**src/rtl/tacs_pkg.sv**
```systemverilog
// Shared types, codes and widths for the tiny accumulator CPU step block.
// No dependencies; imported by tacs_exec, the top level and the testbench.
package tacs_pkg;

    localparam int BYTE_W        = 8;
    localparam int MEM_DEPTH_DEF = 256;
    localparam int FUNC_W        = 2;
    localparam int STATUS_W      = 2;
    localparam int S_TDATA_W     = 16;  // addr, data
    localparam int M_TDATA_W     = 40;  // 35 bits of fields, padded to bytes
    localparam int M_FIELDS_W    = 35;

    // Request function, carried on s_axis_tuser
    typedef enum logic [FUNC_W-1:0] {
        FN_CLEAR = 2'd0,
        FN_WRITE = 2'd1,
        FN_EXEC  = 2'd2
    } t_func;

    typedef enum logic [STATUS_W-1:0] {
        ST_OK      = 2'd0,
        ST_HALT    = 2'd1,
        ST_UNKNOWN = 2'd2
    } t_status;

    typedef enum logic [BYTE_W-1:0] {
        OP_HALT  = 8'd0,
        OP_LDA   = 8'd1,
        OP_ADDI  = 8'd2,
        OP_LDB   = 8'd3,
        OP_ADDB  = 8'd4,
        OP_MOVAB = 8'd5,
        OP_JMP   = 8'd6,
        OP_JZ    = 8'd7
    } t_opcode;

    // Architectural registers
    typedef struct packed {
        logic [BYTE_W-1:0] acc;
        logic [BYTE_W-1:0] breg;
        logic              zflag;
        logic [BYTE_W-1:0] pc;
    } t_cpu_state;

endpackage

```
**src/rtl/tacs_ram.sv**
```systemverilog
// Generic RAM: one write port, two read ports, registered read data.
// No dependencies.
module tacs_ram #(
    parameter int WIDTH = 8,
    parameter int DEPTH = 256
) (
    input  logic                     i_clk,
    input  logic                     i_we,
    input  logic [$clog2(DEPTH)-1:0] i_waddr,
    input  logic [WIDTH-1:0]         i_wdata,
    input  logic [$clog2(DEPTH)-1:0] i_raddr0,
    input  logic [$clog2(DEPTH)-1:0] i_raddr1,
    output logic [WIDTH-1:0]         o_rdata0,
    output logic [WIDTH-1:0]         o_rdata1
);

    logic [WIDTH-1:0] r_mem [DEPTH];
    logic [WIDTH-1:0] r_rdata0;
    logic [WIDTH-1:0] r_rdata1;

    // read-before-write on a clash
    always_ff @(posedge i_clk) begin
        if (i_we) begin
            r_mem[i_waddr] <= i_wdata;
        end
        r_rdata0 <= r_mem[i_raddr0];
        r_rdata1 <= r_mem[i_raddr1];
    end

    assign o_rdata0 = r_rdata0;
    assign o_rdata1 = r_rdata1;

endmodule

```
**src/rtl/tacs_exec.sv**
```systemverilog
// Single-pass execute unit: next register state, status and fetched opcode.
// Depends on tacs_pkg.
module tacs_exec
    import tacs_pkg::*;
(
    input  logic [FUNC_W-1:0]   i_func,
    input  t_cpu_state          i_state,
    input  logic [BYTE_W-1:0]   i_op,
    input  logic [BYTE_W-1:0]   i_opnd,
    output t_cpu_state          o_state,
    output logic [BYTE_W-1:0]   o_fetched_op,
    output logic [STATUS_W-1:0] o_status
);

    logic [BYTE_W-1:0] pc_inc1;
    logic [BYTE_W-1:0] pc_inc2;
    logic [BYTE_W-1:0] sum_imm;
    logic [BYTE_W-1:0] sum_b;

    assign pc_inc1 = i_state.pc + BYTE_W'(1);
    assign pc_inc2 = i_state.pc + BYTE_W'(2);
    assign sum_imm = i_state.acc + i_opnd;
    assign sum_b   = i_state.acc + i_state.breg;

    always_comb begin
        o_state      = i_state;
        o_fetched_op = '0;
        o_status     = ST_OK;
        unique case (i_func)
            FN_CLEAR: begin
                o_state = '0;
            end
            FN_WRITE: begin
                o_state = i_state;
            end
            FN_EXEC: begin
                o_fetched_op = i_op;
                o_state.pc   = pc_inc1;
                unique case (i_op)
                    OP_HALT: o_status = ST_HALT;
                    OP_LDA: begin
                        o_state.acc = i_opnd;
                        o_state.pc  = pc_inc2;
                    end
                    OP_ADDI: begin
                        o_state.acc   = sum_imm;
                        o_state.zflag = (sum_imm == '0);
                        o_state.pc    = pc_inc2;
                    end
                    OP_LDB: begin
                        o_state.breg = i_opnd;
                        o_state.pc   = pc_inc2;
                    end
                    OP_ADDB: begin
                        o_state.acc   = sum_b;
                        o_state.zflag = (sum_b == '0);
                    end
                    OP_MOVAB: o_state.breg = i_state.acc;
                    OP_JMP:   o_state.pc   = i_opnd;
                    OP_JZ:    o_state.pc   = i_state.zflag ? i_opnd : pc_inc2;
                    default:  o_status     = ST_UNKNOWN;
                endcase
            end
            default: begin
                o_state = i_state;  // unused code: no change
            end
        endcase
    end

endmodule

```
**src/rtl/tiny_accumulator_cpu_step.sv**
```systemverilog
// Tiny accumulator CPU step block: top level, stream ports and program memory.
// Depends on tacs_pkg, tacs_ram and tacs_exec.
// Latency: a request accepted at one edge shows its result on m_axis from the next cycle.
// One request per cycle unless m_axis stalls; limit: opcode/operand fetch and 8-bit add.
// Reset (i_rst_n low, synchronous): registers, PC and memory valid bits cleared, output empty.
// Memory reads back as zero after reset or a clear request until a byte is written.
module tiny_accumulator_cpu_step
    import tacs_pkg::*;
#(
    parameter int MEM_DEPTH = MEM_DEPTH_DEF
) (
    input  logic                 i_clk,
    input  logic                 i_rst_n,
    // request stream
    input  logic                 s_axis_tvalid,
    output logic                 s_axis_tready,
    input  logic [S_TDATA_W-1:0] s_axis_tdata,   // [7:0] addr, [15:8] data
    input  logic [FUNC_W-1:0]    s_axis_tuser,   // [1:0] func
    // result stream
    output logic                 m_axis_tvalid,
    input  logic                 m_axis_tready,
    output logic [M_TDATA_W-1:0] m_axis_tdata    // [7:0] reg_a, [15:8] reg_b,
                                                 // [16] zero_flag, [24:17] prog_counter,
                                                 // [32:25] fetched_op, [34:33] status,
                                                 // [39:35] zero
);

    localparam int ADDR_W = $clog2(MEM_DEPTH);

    logic              accept;
    logic [BYTE_W-1:0] req_addr;
    logic [BYTE_W-1:0] req_data;
    logic              do_write;
    logic              do_clear;

    // architectural state
    t_cpu_state r_state;
    t_cpu_state n_state;
    t_cpu_state exec_state;

    // per-entry valid bits stand in for the zeroed memory
    logic [MEM_DEPTH-1:0] r_valid;

    // bookkeeping for bytes fetched with registered reads
    logic              r_vld0;
    logic              r_vld1;
    logic              r_byp_wr;
    logic              r_byp_clr;
    logic [ADDR_W-1:0] r_byp_addr;
    logic [BYTE_W-1:0] r_byp_data;

    logic [BYTE_W-1:0] ram_q0;
    logic [BYTE_W-1:0] ram_q1;
    logic [BYTE_W-1:0] n_pc_inc;
    logic [ADDR_W-1:0] raddr0;
    logic [ADDR_W-1:0] raddr1;
    logic [ADDR_W-1:0] cur_a0;
    logic [ADDR_W-1:0] cur_a1;
    logic [BYTE_W-1:0] op_byte;
    logic [BYTE_W-1:0] opnd_byte;

    logic [BYTE_W-1:0]   exec_fetched;
    logic [STATUS_W-1:0] exec_status;

    // output register
    logic                  r_out_valid;
    logic [M_FIELDS_W-1:0] r_out_fields;

    assign req_addr = s_axis_tdata[BYTE_W-1:0];
    assign req_data = s_axis_tdata[2*BYTE_W-1:BYTE_W];

    // take a new request whenever the output register is free or being drained
    assign s_axis_tready = !r_out_valid || m_axis_tready;
    assign accept        = s_axis_tvalid && s_axis_tready;
    assign do_write      = accept && (s_axis_tuser == FN_WRITE);
    assign do_clear      = accept && (s_axis_tuser == FN_CLEAR);

    // The RAM is always reading at the PC that will hold next cycle, so the
    // opcode and operand bytes are ready when the next request turns up.
    assign n_state  = accept ? exec_state : r_state;
    assign n_pc_inc = n_state.pc + BYTE_W'(1);
    assign raddr0   = n_state.pc[ADDR_W-1:0];
    assign raddr1   = n_pc_inc[ADDR_W-1:0];

    tacs_ram #(
        .WIDTH (BYTE_W),
        .DEPTH (MEM_DEPTH)
    ) u_mem (
        .i_clk    (i_clk),
        .i_we     (do_write),
        .i_waddr  (req_addr[ADDR_W-1:0]),
        .i_wdata  (req_data),
        .i_raddr0 (raddr0),
        .i_raddr1 (raddr1),
        .o_rdata0 (ram_q0),
        .o_rdata1 (ram_q1)
    );

    // Fix up the registered read data: a clear or write taken in the same
    // cycle as the read is not seen by the RAM output, so patch it here.
    assign cur_a0 = r_state.pc[ADDR_W-1:0];
    assign cur_a1 = cur_a0 + ADDR_W'(1);

    always_comb begin
        if (r_byp_clr) begin
            op_byte = '0;
        end else if (r_byp_wr && (r_byp_addr == cur_a0)) begin
            op_byte = r_byp_data;
        end else begin
            op_byte = r_vld0 ? ram_q0 : '0;
        end

        if (r_byp_clr) begin
            opnd_byte = '0;
        end else if (r_byp_wr && (r_byp_addr == cur_a1)) begin
            opnd_byte = r_byp_data;
        end else begin
            opnd_byte = r_vld1 ? ram_q1 : '0;
        end
    end

    tacs_exec u_exec (
        .i_func       (s_axis_tuser),
        .i_state      (r_state),
        .i_op         (op_byte),
        .i_opnd       (opnd_byte),
        .o_state      (exec_state),
        .o_fetched_op (exec_fetched),
        .o_status     (exec_status)
    );

    // state, valid bits and read bookkeeping
    always_ff @(posedge i_clk) begin
        if (!i_rst_n) begin
            r_state    <= '0;
            r_valid    <= '0;
            r_vld0     <= 1'b0;
            r_vld1     <= 1'b0;
            r_byp_wr   <= 1'b0;
            r_byp_clr  <= 1'b1;  // memory reads as zero straight out of reset
        end else begin
            r_state   <= n_state;
            r_vld0    <= r_valid[raddr0];
            r_vld1    <= r_valid[raddr1];
            r_byp_wr  <= do_write;
            r_byp_clr <= do_clear;
            if (do_clear) begin
                r_valid <= '0;
            end else if (do_write) begin
                r_valid[req_addr[ADDR_W-1:0]] <= 1'b1;
            end
        end
    end

    always_ff @(posedge i_clk) begin
        r_byp_addr <= req_addr[ADDR_W-1:0];
        r_byp_data <= req_data;
    end

    // result register
    always_ff @(posedge i_clk) begin
        if (!i_rst_n) begin
            r_out_valid <= 1'b0;
        end else if (accept) begin
            r_out_valid <= 1'b1;
        end else if (m_axis_tready) begin
            r_out_valid <= 1'b0;
        end
    end

    always_ff @(posedge i_clk) begin
        if (accept) begin
            r_out_fields <= {exec_status, exec_fetched, exec_state.pc,
                             exec_state.zflag, exec_state.breg, exec_state.acc};
        end
    end

    assign m_axis_tvalid = r_out_valid;
    assign m_axis_tdata  = {(M_TDATA_W - M_FIELDS_W)'(0), r_out_fields};

endmodule

```
**config.mk**
```make
export PLATFORM = sky130hd
export DESIGN_NAME = tiny_accumulator_cpu_step
export DESIGN_NICKNAME = d
export VERILOG_FILES = /design/src/rtl/tacs_pkg.sv /design/src/rtl/tacs_ram.sv /design/src/rtl/tacs_exec.sv /design/src/rtl/tiny_accumulator_cpu_step.sv
export SDC_FILE = /design/constraint.sdc
export NUM_CORES = 2
export LEC_CHECK = 0
export BUFFER_PORTS_ARGS = -buffer_cell sky130_fd_sc_hd__buf_2
export CORE_MARGIN = 3
export CORE_UTILIZATION = 45
export DETAILED_ROUTE_END_ITERATION = 10
export GPL_ROUTABILITY_DRIVEN = 0
export REMOVE_ABC_BUFFERS = 1
export SLEW_MARGIN = 40
export SYNTH_ARGS = -nofsm -noshare
export SYNTH_HDL_FRONTEND = slang
export SYNTH_SLANG_ARGS = --single-unit
export TNS_END_PERCENT = 20
```
**constraint.sdc**
```tcl
create_clock -name i_clk -period 6.25 [get_ports i_clk]
set_clock_uncertainty 0.2 [all_clocks]
set_input_delay 0.625 -clock i_clk [delete_from_list [all_inputs] [get_ports i_clk]]
set_output_delay 0.625 -clock i_clk [all_outputs]
set_load 0.02 [all_outputs]
```
Word level (Yosys, flattened, before mapping)
Memories as Yosys holds them, arrays and structs flattened. A register that Yosys moved wholly into a read port is not among the register bits.
Index checks and enable logic that the tools add are counted.
{"block": "totals", "rom_bits": 0, "latchBits": 0, "n_memories": 1, "in_bits": 22, "register_bits": 337, "mem_bits_rw": 2048, "wordCells": 77}
{"block": "classes", "n_bitwise": 2, "muxes": 24, "n_addsub": 5, "eq_ne": 11, "n_reduce_logical": 16, "shifts": 0, "div": 0, "multipliers": 0, "n_lt_le_gt_ge": 4}
{"name": "u_mem.r_mem", "depth": 256, "word_bits": 8, "read_ports": 2, "rd_clocked_by_memory_dff": 2, "wr": 1, "line_no": "tacs_ram.sv:17", "text": "logic [WIDTH-1:0] r_mem [DEPTH];"}
{"cell": "$or 256x256->256", "count": 1}
{"cell": "$mux 8", "count": 8}
{"cell": "$pmux 25 s2", "count": 1}
{"cell": "$pmux 8 s3", "count": 2}
{"cell": "$eq 8x3->1 const B", "count": 4}
{"cell": "$lt 8x9->1 const B", "count": 3}
{"cell": "$logic_not 8->1", "count": 3}
{"cell": "$add 8x1->8 const B", "count": 2}
{"cell": "$add 8x8->8", "count": 2}
{"cell": "$bmux 1 s8", "count": 2}
{"cell": "$eq 8x2->1 const B", "count": 2}
{"cell": "$eq 8x8->1", "count": 2}
{"cell": "$pmux 8 s2", "count": 1}
{"cell": "$add 8x2->8 const B", "count": 1}
{"cell": "$demux 1 s8", "count": 1}
{"cell": "$eq 8x1->1 const B", "count": 1}
{"cell": "$ge 8x1->1 const B", "count": 1}
{"cell": "$mux 1", "count": 7}
{"cell": "$reduce_or 7->1", "count": 1}
{"cell": "$logic_and 1x1->1", "count": 6}
{"cell": "$pmux 2 s2", "count": 1}
{"cell": "$reduce_or 3->1", "count": 1}
{"cell": "$eq 2x1->1 const B", "count": 1}
{"cell": "$eq 2x2->1 const B", "count": 1}
{"cell": "7 further kinds", "count": 7}

Longest topological paths before layout
{"block": "depth", "word_depth": 13, "mapped_depth": 29, "depth_no_buf": 20}

By module
A second synthesis with hierarchy kept.
{"block": "unflattened", "hier_cells": 7160, "area_unflattened_um2": 115258.0}
{"mod": "tacs_ram", "seq_area_each_um2": 61819.3, "area_each_um2": 96973.0, "cells_each": 4847, "n_inst": 1}
{"mod": "tiny_accumulator_cpu_step", "seq_area_each_um2": 7096.8, "area_each_um2": 16470.8, "cells_each": 2038, "n_inst": 1}
{"mod": "tacs_exec", "seq_area_each_um2": 0.0, "area_each_um2": 1814.2, "cells_each": 275, "n_inst": 1}

Least setup slack after synthesis
No wires, ideal clock.
{"block": "synth_path", "path_type": "register to register", "from": "register r_state, in the netlist cur_a0[0]", "to": "register u_mem.r_rdata1[2] (netlist: u_mem.o_rdata1[2]), read port of u_mem.r_mem", "period_less_slack_ps": 6905, "arrival_time_ps": 6584, "setup_slack_ps": -655, "stages_incl_launch_ff": 29, "cell_sequence": "dfxtp_1 > ha_1 > nand2_1 > or3_4 > a2111oi_4 > nand3_2 > mux2i_2 > a2111oi_2 > buf_4 > inv_2 > buf_4 > buf_2 > buf_2 > buf_2 > buf_2 > buf_2 > ha_1 > clkbuf_1 > clkbuf_1 > buf_1 > clkbuf_1 > clkbuf_1 > mux4_2 > nand2_1 > nand3_1 > a32oi_1 > o221ai_1 > a21oi_1 > nand3_1"}
{"element": "start, declared", "line_no": "tiny_accumulator_cpu_step.sv:37", "text": "t_cpu_state r_state;"}
{"element": "start signal, assigned", "line_no": "tiny_accumulator_cpu_step.sv:142", "text": "r_state <= n_state;"}
{"element": "end, declared", "line_no": "tacs_ram.sv:19", "text": "logic [WIDTH-1:0] r_rdata1;"}

Worst setup path in the final report
{"block": "layout_path", "from": "register r_state, in the netlist cur_a0[4]", "to": "register u_mem.r_rdata0[2] (netlist: u_mem.o_rdata0[2]), read port of u_mem.r_mem"}
{"block": "layout_via", "elab_chain_cells": 9, "word_cells_on_any_way": 20, "cone_classes": "add/sub (2); eq/ne (7); mux (8); reduce/logical (3)"}
{"element": "$add 8x1->8 / $eq 8x8->1 (equally long branches)", "line_no": "tacs_exec.sv:20, tiny_accumulator_cpu_step.sv:102, tiny_accumulator_cpu_step.sv:107"}
{"element": "$eq 8x8->1 / $logic_and 1x1->1 (equally long branches)", "line_no": "tiny_accumulator_cpu_step.sv:115, tiny_accumulator_cpu_step.sv:107"}
{"element": "$logic_and 1x1->1 / $mux 8 (equally long branches)", "line_no": "tiny_accumulator_cpu_step.sv:115, tiny_accumulator_cpu_step.sv:107"}
{"element": "$mux 8 (on tied branches)", "line_no": "tiny_accumulator_cpu_step.sv:115, tiny_accumulator_cpu_step.sv:105"}
{"element": "$mux 8, or another cell as far along", "line_no": "tiny_accumulator_cpu_step.sv:113", "text": "if (r_byp_clr) begin"}
{"element": "$mux 8 / $reduce_or 3->1 (equally long branches)"}
{"element": "$pmux 8 s3", "line_no": "tacs_exec.sv:39", "text": "unique case (i_op)"}
{"element": "$pmux 25 s2", "line_no": "tacs_exec.sv:29", "text": "unique case (i_func)"}
{"element": "$mux 8 *", "line_no": "tiny_accumulator_cpu_step.sv:80", "text": "assign n_state = accept ? exec_state : r_state;"}
{"element": "end, declared", "line_no": "tacs_ram.sv:18", "text": "logic [WIDTH-1:0] r_rdata0;"}
Mark *: on every way between the ends. The rest lies on a longest branch, timed or not.
A chain may end at the register's enable or synchronous reset.

==> flow_summary_export.csv <==
group,metric,value,unit
status,status,"finished, final reports clean",
sta,relSlewSlack,26.7,%
setup_path,crit_arrival,6.77,ns
route,wl,420000,um
logic_synthesis,synth-main-ff-cell,"edfxtp_1",
route,dr.pass1.iters,8,
worst_hold_path,hp-class,"primary input to flip-flop",
worst_hold_path,min_delay_path_depth,1,
route,ant_nets,0,
logic_synthesis,synth_cell_types,96,
grt,grt_pass1_vias,80600,
run,drv_cap,0,
setup_path,cp.buffers_inverters,6,
route,via_per_inst,6.68,
logic_synthesis,syn_area_per_cell,12.8,um2
grt,overflow,0,
setup_path,slowest_delay,0.52,ns
cells_and_area,syn_to_final_growth,13.6,%
setup_path,crit_fanout,32,
sta,fin_crit_sh,99.2,%
power_and_ir_drop,intPower,27.7,mW
grt,grt_antenna_before_repair,20,
grt,grt_max_degree,186,
power_and_ir_drop,vdd_drop_max,0.000320,V
route,drtIter0Drc,13800,
setup_path,r2r_end,"u_mem.o_rdata0[2]",
cells_and_area,final_cell_count_no_fill,12800,
place,dpl.hpwl,267000,um
route,vias,85300,
setup_path,critPathLaunchType,"flip-flop",
clock_tree,clk_pin_slew,0.06,ns
clock_tree,clock_path_buffers,4,
grt,grtUsageMet3,9.16,%
sta,worstMarginPinSlew,1.08,ns
logic_synthesis,synth_seq_cells,2401,
setup_path,crit_chain,"buf_4, nand3_1, or3_4, a2111o_1, o311ai_1, a2111oi_1, buf_4, a211oi_4, buf_4, buf_6, o221ai_1, a21oi_1, nor4_1, buf_4, nor4_2, buf_4, a221oi_1",
worst_hold_path,min_to,"u_mem.r_mem[209][4]",
sta,fmax,0.161,GHz
floorplanning,die-area,0.264,mm2
grt,grt_util_all_layers,31.1,%
floorplanning,dieWidth,514,um
clock_tree,h-tree-depth,5,
setup_path,path_class,"flip-flop to flip-flop",
route,routedWlPerCell,32.9,um
power_and_ir_drop,pwr-share-clk,44.0,%
floorplanning,ios,64,
logic_synthesis,synth_edf_count,2083,
sta,setup_tns,0,ns
grt,grt.met2_usage,44.8,%
floorplanning,num_rows,185,
setup_path,r2r_slack,0.05,ns
setup_path,crit_required,6.82,ns
route,drcViolationCount,0,
power_and_ir_drop,p_total,36.1,mW
place,dp_cells,12200,
clock_tree,numCtsBuffers,282,
sta,report.final.slew_viol_count,0,
power_and_ir_drop,pwr-share-seq,48.5,%
cells_and_area,drive_gt1_share,20.2,%
logic_synthesis,synthArstFlopShare,0,%
setup_path,rr_worst_depth,17,
setup_path,crit_path_end_kind,"flip-flop",
grt,grt_pass1_wl,594000,um
power_and_ir_drop,combPwrFrac,7.6,%
clock_tree,ctsRootBufferMaster,"clkbuf_16",
clock_tree,clock_sinks,2401,
worst_hold_path,hold_start,"s_axis_tdata[12]",
power_and_ir_drop,switching_share,23.1,%
clock_tree,clock_latency,0.96,ns
power_and_ir_drop,p_sw,8.32,mW
setup_path,crit_slowest_cell,"nor4_2",
setup_path,critPathMostFrequentCell,"buf_4",
floorplanning,fp.coreArea,0.255,mm2
grt,grt_util_met1,42.6,%
logic_synthesis,yosysSeqAreaShare,59.4,%
power_and_ir_drop,p_leak,43.3,nW
cells_and_area,nets,9226,
grt,grt.busiest_layer,"met2",
sta,finalSetupViolations,0,
logic_synthesis,yosys_warnings,0,
floorplanning,fp.dieH,514,um
clock_tree,cts_tree,"yes",
logic_synthesis,netlist_area,0.116,mm2
setup_path,critPathTopFamily,"compound AO/OA/AOI/OAI gates",
sta,fin_crit,6.20,ns
cells_and_area,fill_cells,21300,
place,io_buffers,58,
sta,finalHoldViolCount,0,
setup_path,timing.rr.start,"cur_a0[4]",
logic_synthesis,netlist_instances,9058,
floorplanning,initial_core_util,45.5,%
power_and_ir_drop,p_per_area,274,mW/mm2
-- cell usage in the layout (no fill, tap or decap), drive strengths merged, types with 14 or more instances in the layout --
cell	instances
ha	17
a32oi	25
buf	521
a21oi	341
nor4	96
o21ba	19
o22ai	44
a22oi	26
dfxtp	318
inv	32
nor3	50
nand4	23
a22o	25
nand2	1675
a221oi	18
clkinv	90
bufinv	14
o21ai	54
o221ai	157
clkbuf	381
edfxtp	2083
nor2	825
mux2i	536
xnor2	31
dlygate4sd3	16
nand3	826
and3	84
a31oi	83
mux4	652
mux2	21
a211oi	31
a311oi	50
-- stage by stage --
stage	area (um2)	hold slack [ns]	util, %	worst slack (ns)
finish	132000	0.0244	51.6	0.0481
global route	132000	0.0248	51.6	-0.00157
CTS	131000	0.00000944	51.5	0.00206
detailed placement	122000	0.281	48.0	-0.195
global placement	122000	0.261	47.7	-0.233
floorplan	113000	0.249	-	-292.32
-- metal layers --
layer  vias to the layer above  routed length (um)
li1                      34900                   -
met2                      6207              180000
met5                         -                  50
met4                         8               25600
met1                     43000              158000
met3                      1167               56000
-- flip-flops by register name, indices dropped and copies added, names as in the netlist --
| name | cells |
|---|---|
| u_mem.r_mem | 2048 |
| r_valid | 256 |
| r_out_fields | 35 |
| r_state | 17 |
| cur_a0 | 8 |
| r_byp_addr | 8 |
| r_byp_data | 8 |
| u_mem.o_rdata0 | 8 |
| u_mem.o_rdata1 | 8 |
| m_axis_tvalid | 1 |
| r_byp_clr | 1 |
| r_byp_wr | 1 |
| r_vld0 | 1 |
| r_vld1 | 1 |
-- power groups by stage --
stage / sequential, mW / combinational, mW / clock, mW
2_1_floorplan: 17.8 / 3.10 / 0
3_3_place_gp: 17.8 / 2.60 / 0
3_5_place_dp: 17.8 / 2.64 / 0
4_1_cts: 17.5 / 2.66 / 16.0
5_1_grt: 17.5 / 2.84 / 16.6
6_report: 17.5 / 2.73 / 15.9
-- worst max-delay path by stage --
| stage | start | endpoint | slack, ns | cells past startpoint |
|---|---|---|---|---|
| finish | cur_a0[4] | u_mem.o_rdata0[2] | 0.05 | 17 |
| global placement | cur_a0[0] | u_mem.o_rdata0[2] | -0.23 | 17 |
| CTS | cur_a0[0] | u_mem.o_rdata1[5] | 0.002 | 19 |
| detailed placement | cur_a0[4] | u_mem.o_rdata0[1] | -0.19 | 18 |
| global route | cur_a0[0] | u_mem.o_rdata0[1] | -0.002 | 17 |
| floorplan | m_axis_tready | u_mem.o_rdata1[7] | -292.32 | 15 |
-- cells in the mapped netlist, types with 10 or more instances --
| cell | number | area (um2) |
|---|---|---|
| buf_4 | 76 | 571 |
| nor2b_1 | 11 | 68.8 |
| a22oi_1 | 26 | 195 |
| nor4_1 | 95 | 594 |
| mux2i_1 | 535 | 5360 |
| nor3_1 | 48 | 240 |
| nand2b_1 | 13 | 81.3 |
| nand4_1 | 23 | 144 |
| mux4_2 | 652 | 14700 |
| o21ba_2 | 19 | 190 |
| a31oi_1 | 82 | 513 |
| edfxtp_1 | 2083 | 62500 |
| xnor2_1 | 29 | 254 |
| o22ai_1 | 44 | 275 |
| nor2_1 | 825 | 3100 |
| o21ai_0 | 50 | 250 |
| buf_6 | 37 | 417 |
| nand2_1 | 1675 | 6290 |
| dfxtp_1 | 318 | 6370 |
| nand3_1 | 825 | 4130 |
| a311oi_1 | 50 | 438 |
| buf_2 | 137 | 686 |
| a21oi_1 | 341 | 1710 |
| inv_1 | 20 | 75.1 |
| o221ai_1 | 157 | 1380 |
| a22o_1 | 25 | 219 |
| ha_1 | 17 | 213 |
| xor2_1 | 10 | 87.6 |
| clkbuf_1 | 382 | 1430 |
| mux2_2 | 21 | 236 |
| a32oi_1 | 25 | 219 |
| a221oi_1 | 16 | 140 |
| o211ai_1 | 13 | 97.6 |
| buf_1 | 70 | 263 |
| a211oi_1 | 30 | 225 |
| and3_1 | 84 | 526 |
-- layout make-up --
type / count / area [um2] / area share, %
Antenna cell: 9 / 22.5 / 0.0171
Clock buffer: 373 / 7750 / 5.88
Clock inverter: 118 / 940 / 0.714
Inverter: 24 / 105 / 0.0798
Multi-Input combinational cell: 5931 / 44500 / 33.8
Sequential cell: 2401 / 68900 / 52.3
Tap cell: 3366 / 4210 / 3.20
Timing Repair Buffer: 545 / 5250 / 3.99
-- repair_timing --
item                                    4_1_cts  5_1_grt
buffers inserted                              0        1
pin swaps                                     1        3
resized for setup                             2       27
hold buffers                                 14        2
hold endpoints to repair                     69       48
gates cloned                                  0        1
endpoints found under the setup margin        2       17
-- cell families (layout without fill, tap and decap cells) --
logic type | Yosys count | in the layout | share of synthesized area, %
AO/OA/AOI/OAI | 991 | 991 | 5.93
XOR/XNOR | 41 | 41 | 0.323
adder cells (fa/ha/maj) | 19 | 19 | 0.218
buffers and inverters | 730 | 1060 | 3.04
flip-flops | 2401 | 2401 | 59.4
multiplexers | 1209 | 1209 | 17.5
other | 1 | 14 | 0.00323
AND/OR/NAND/NOR | 3666 | 3666 | 13.5
Power figures use the tool's default switching activity.
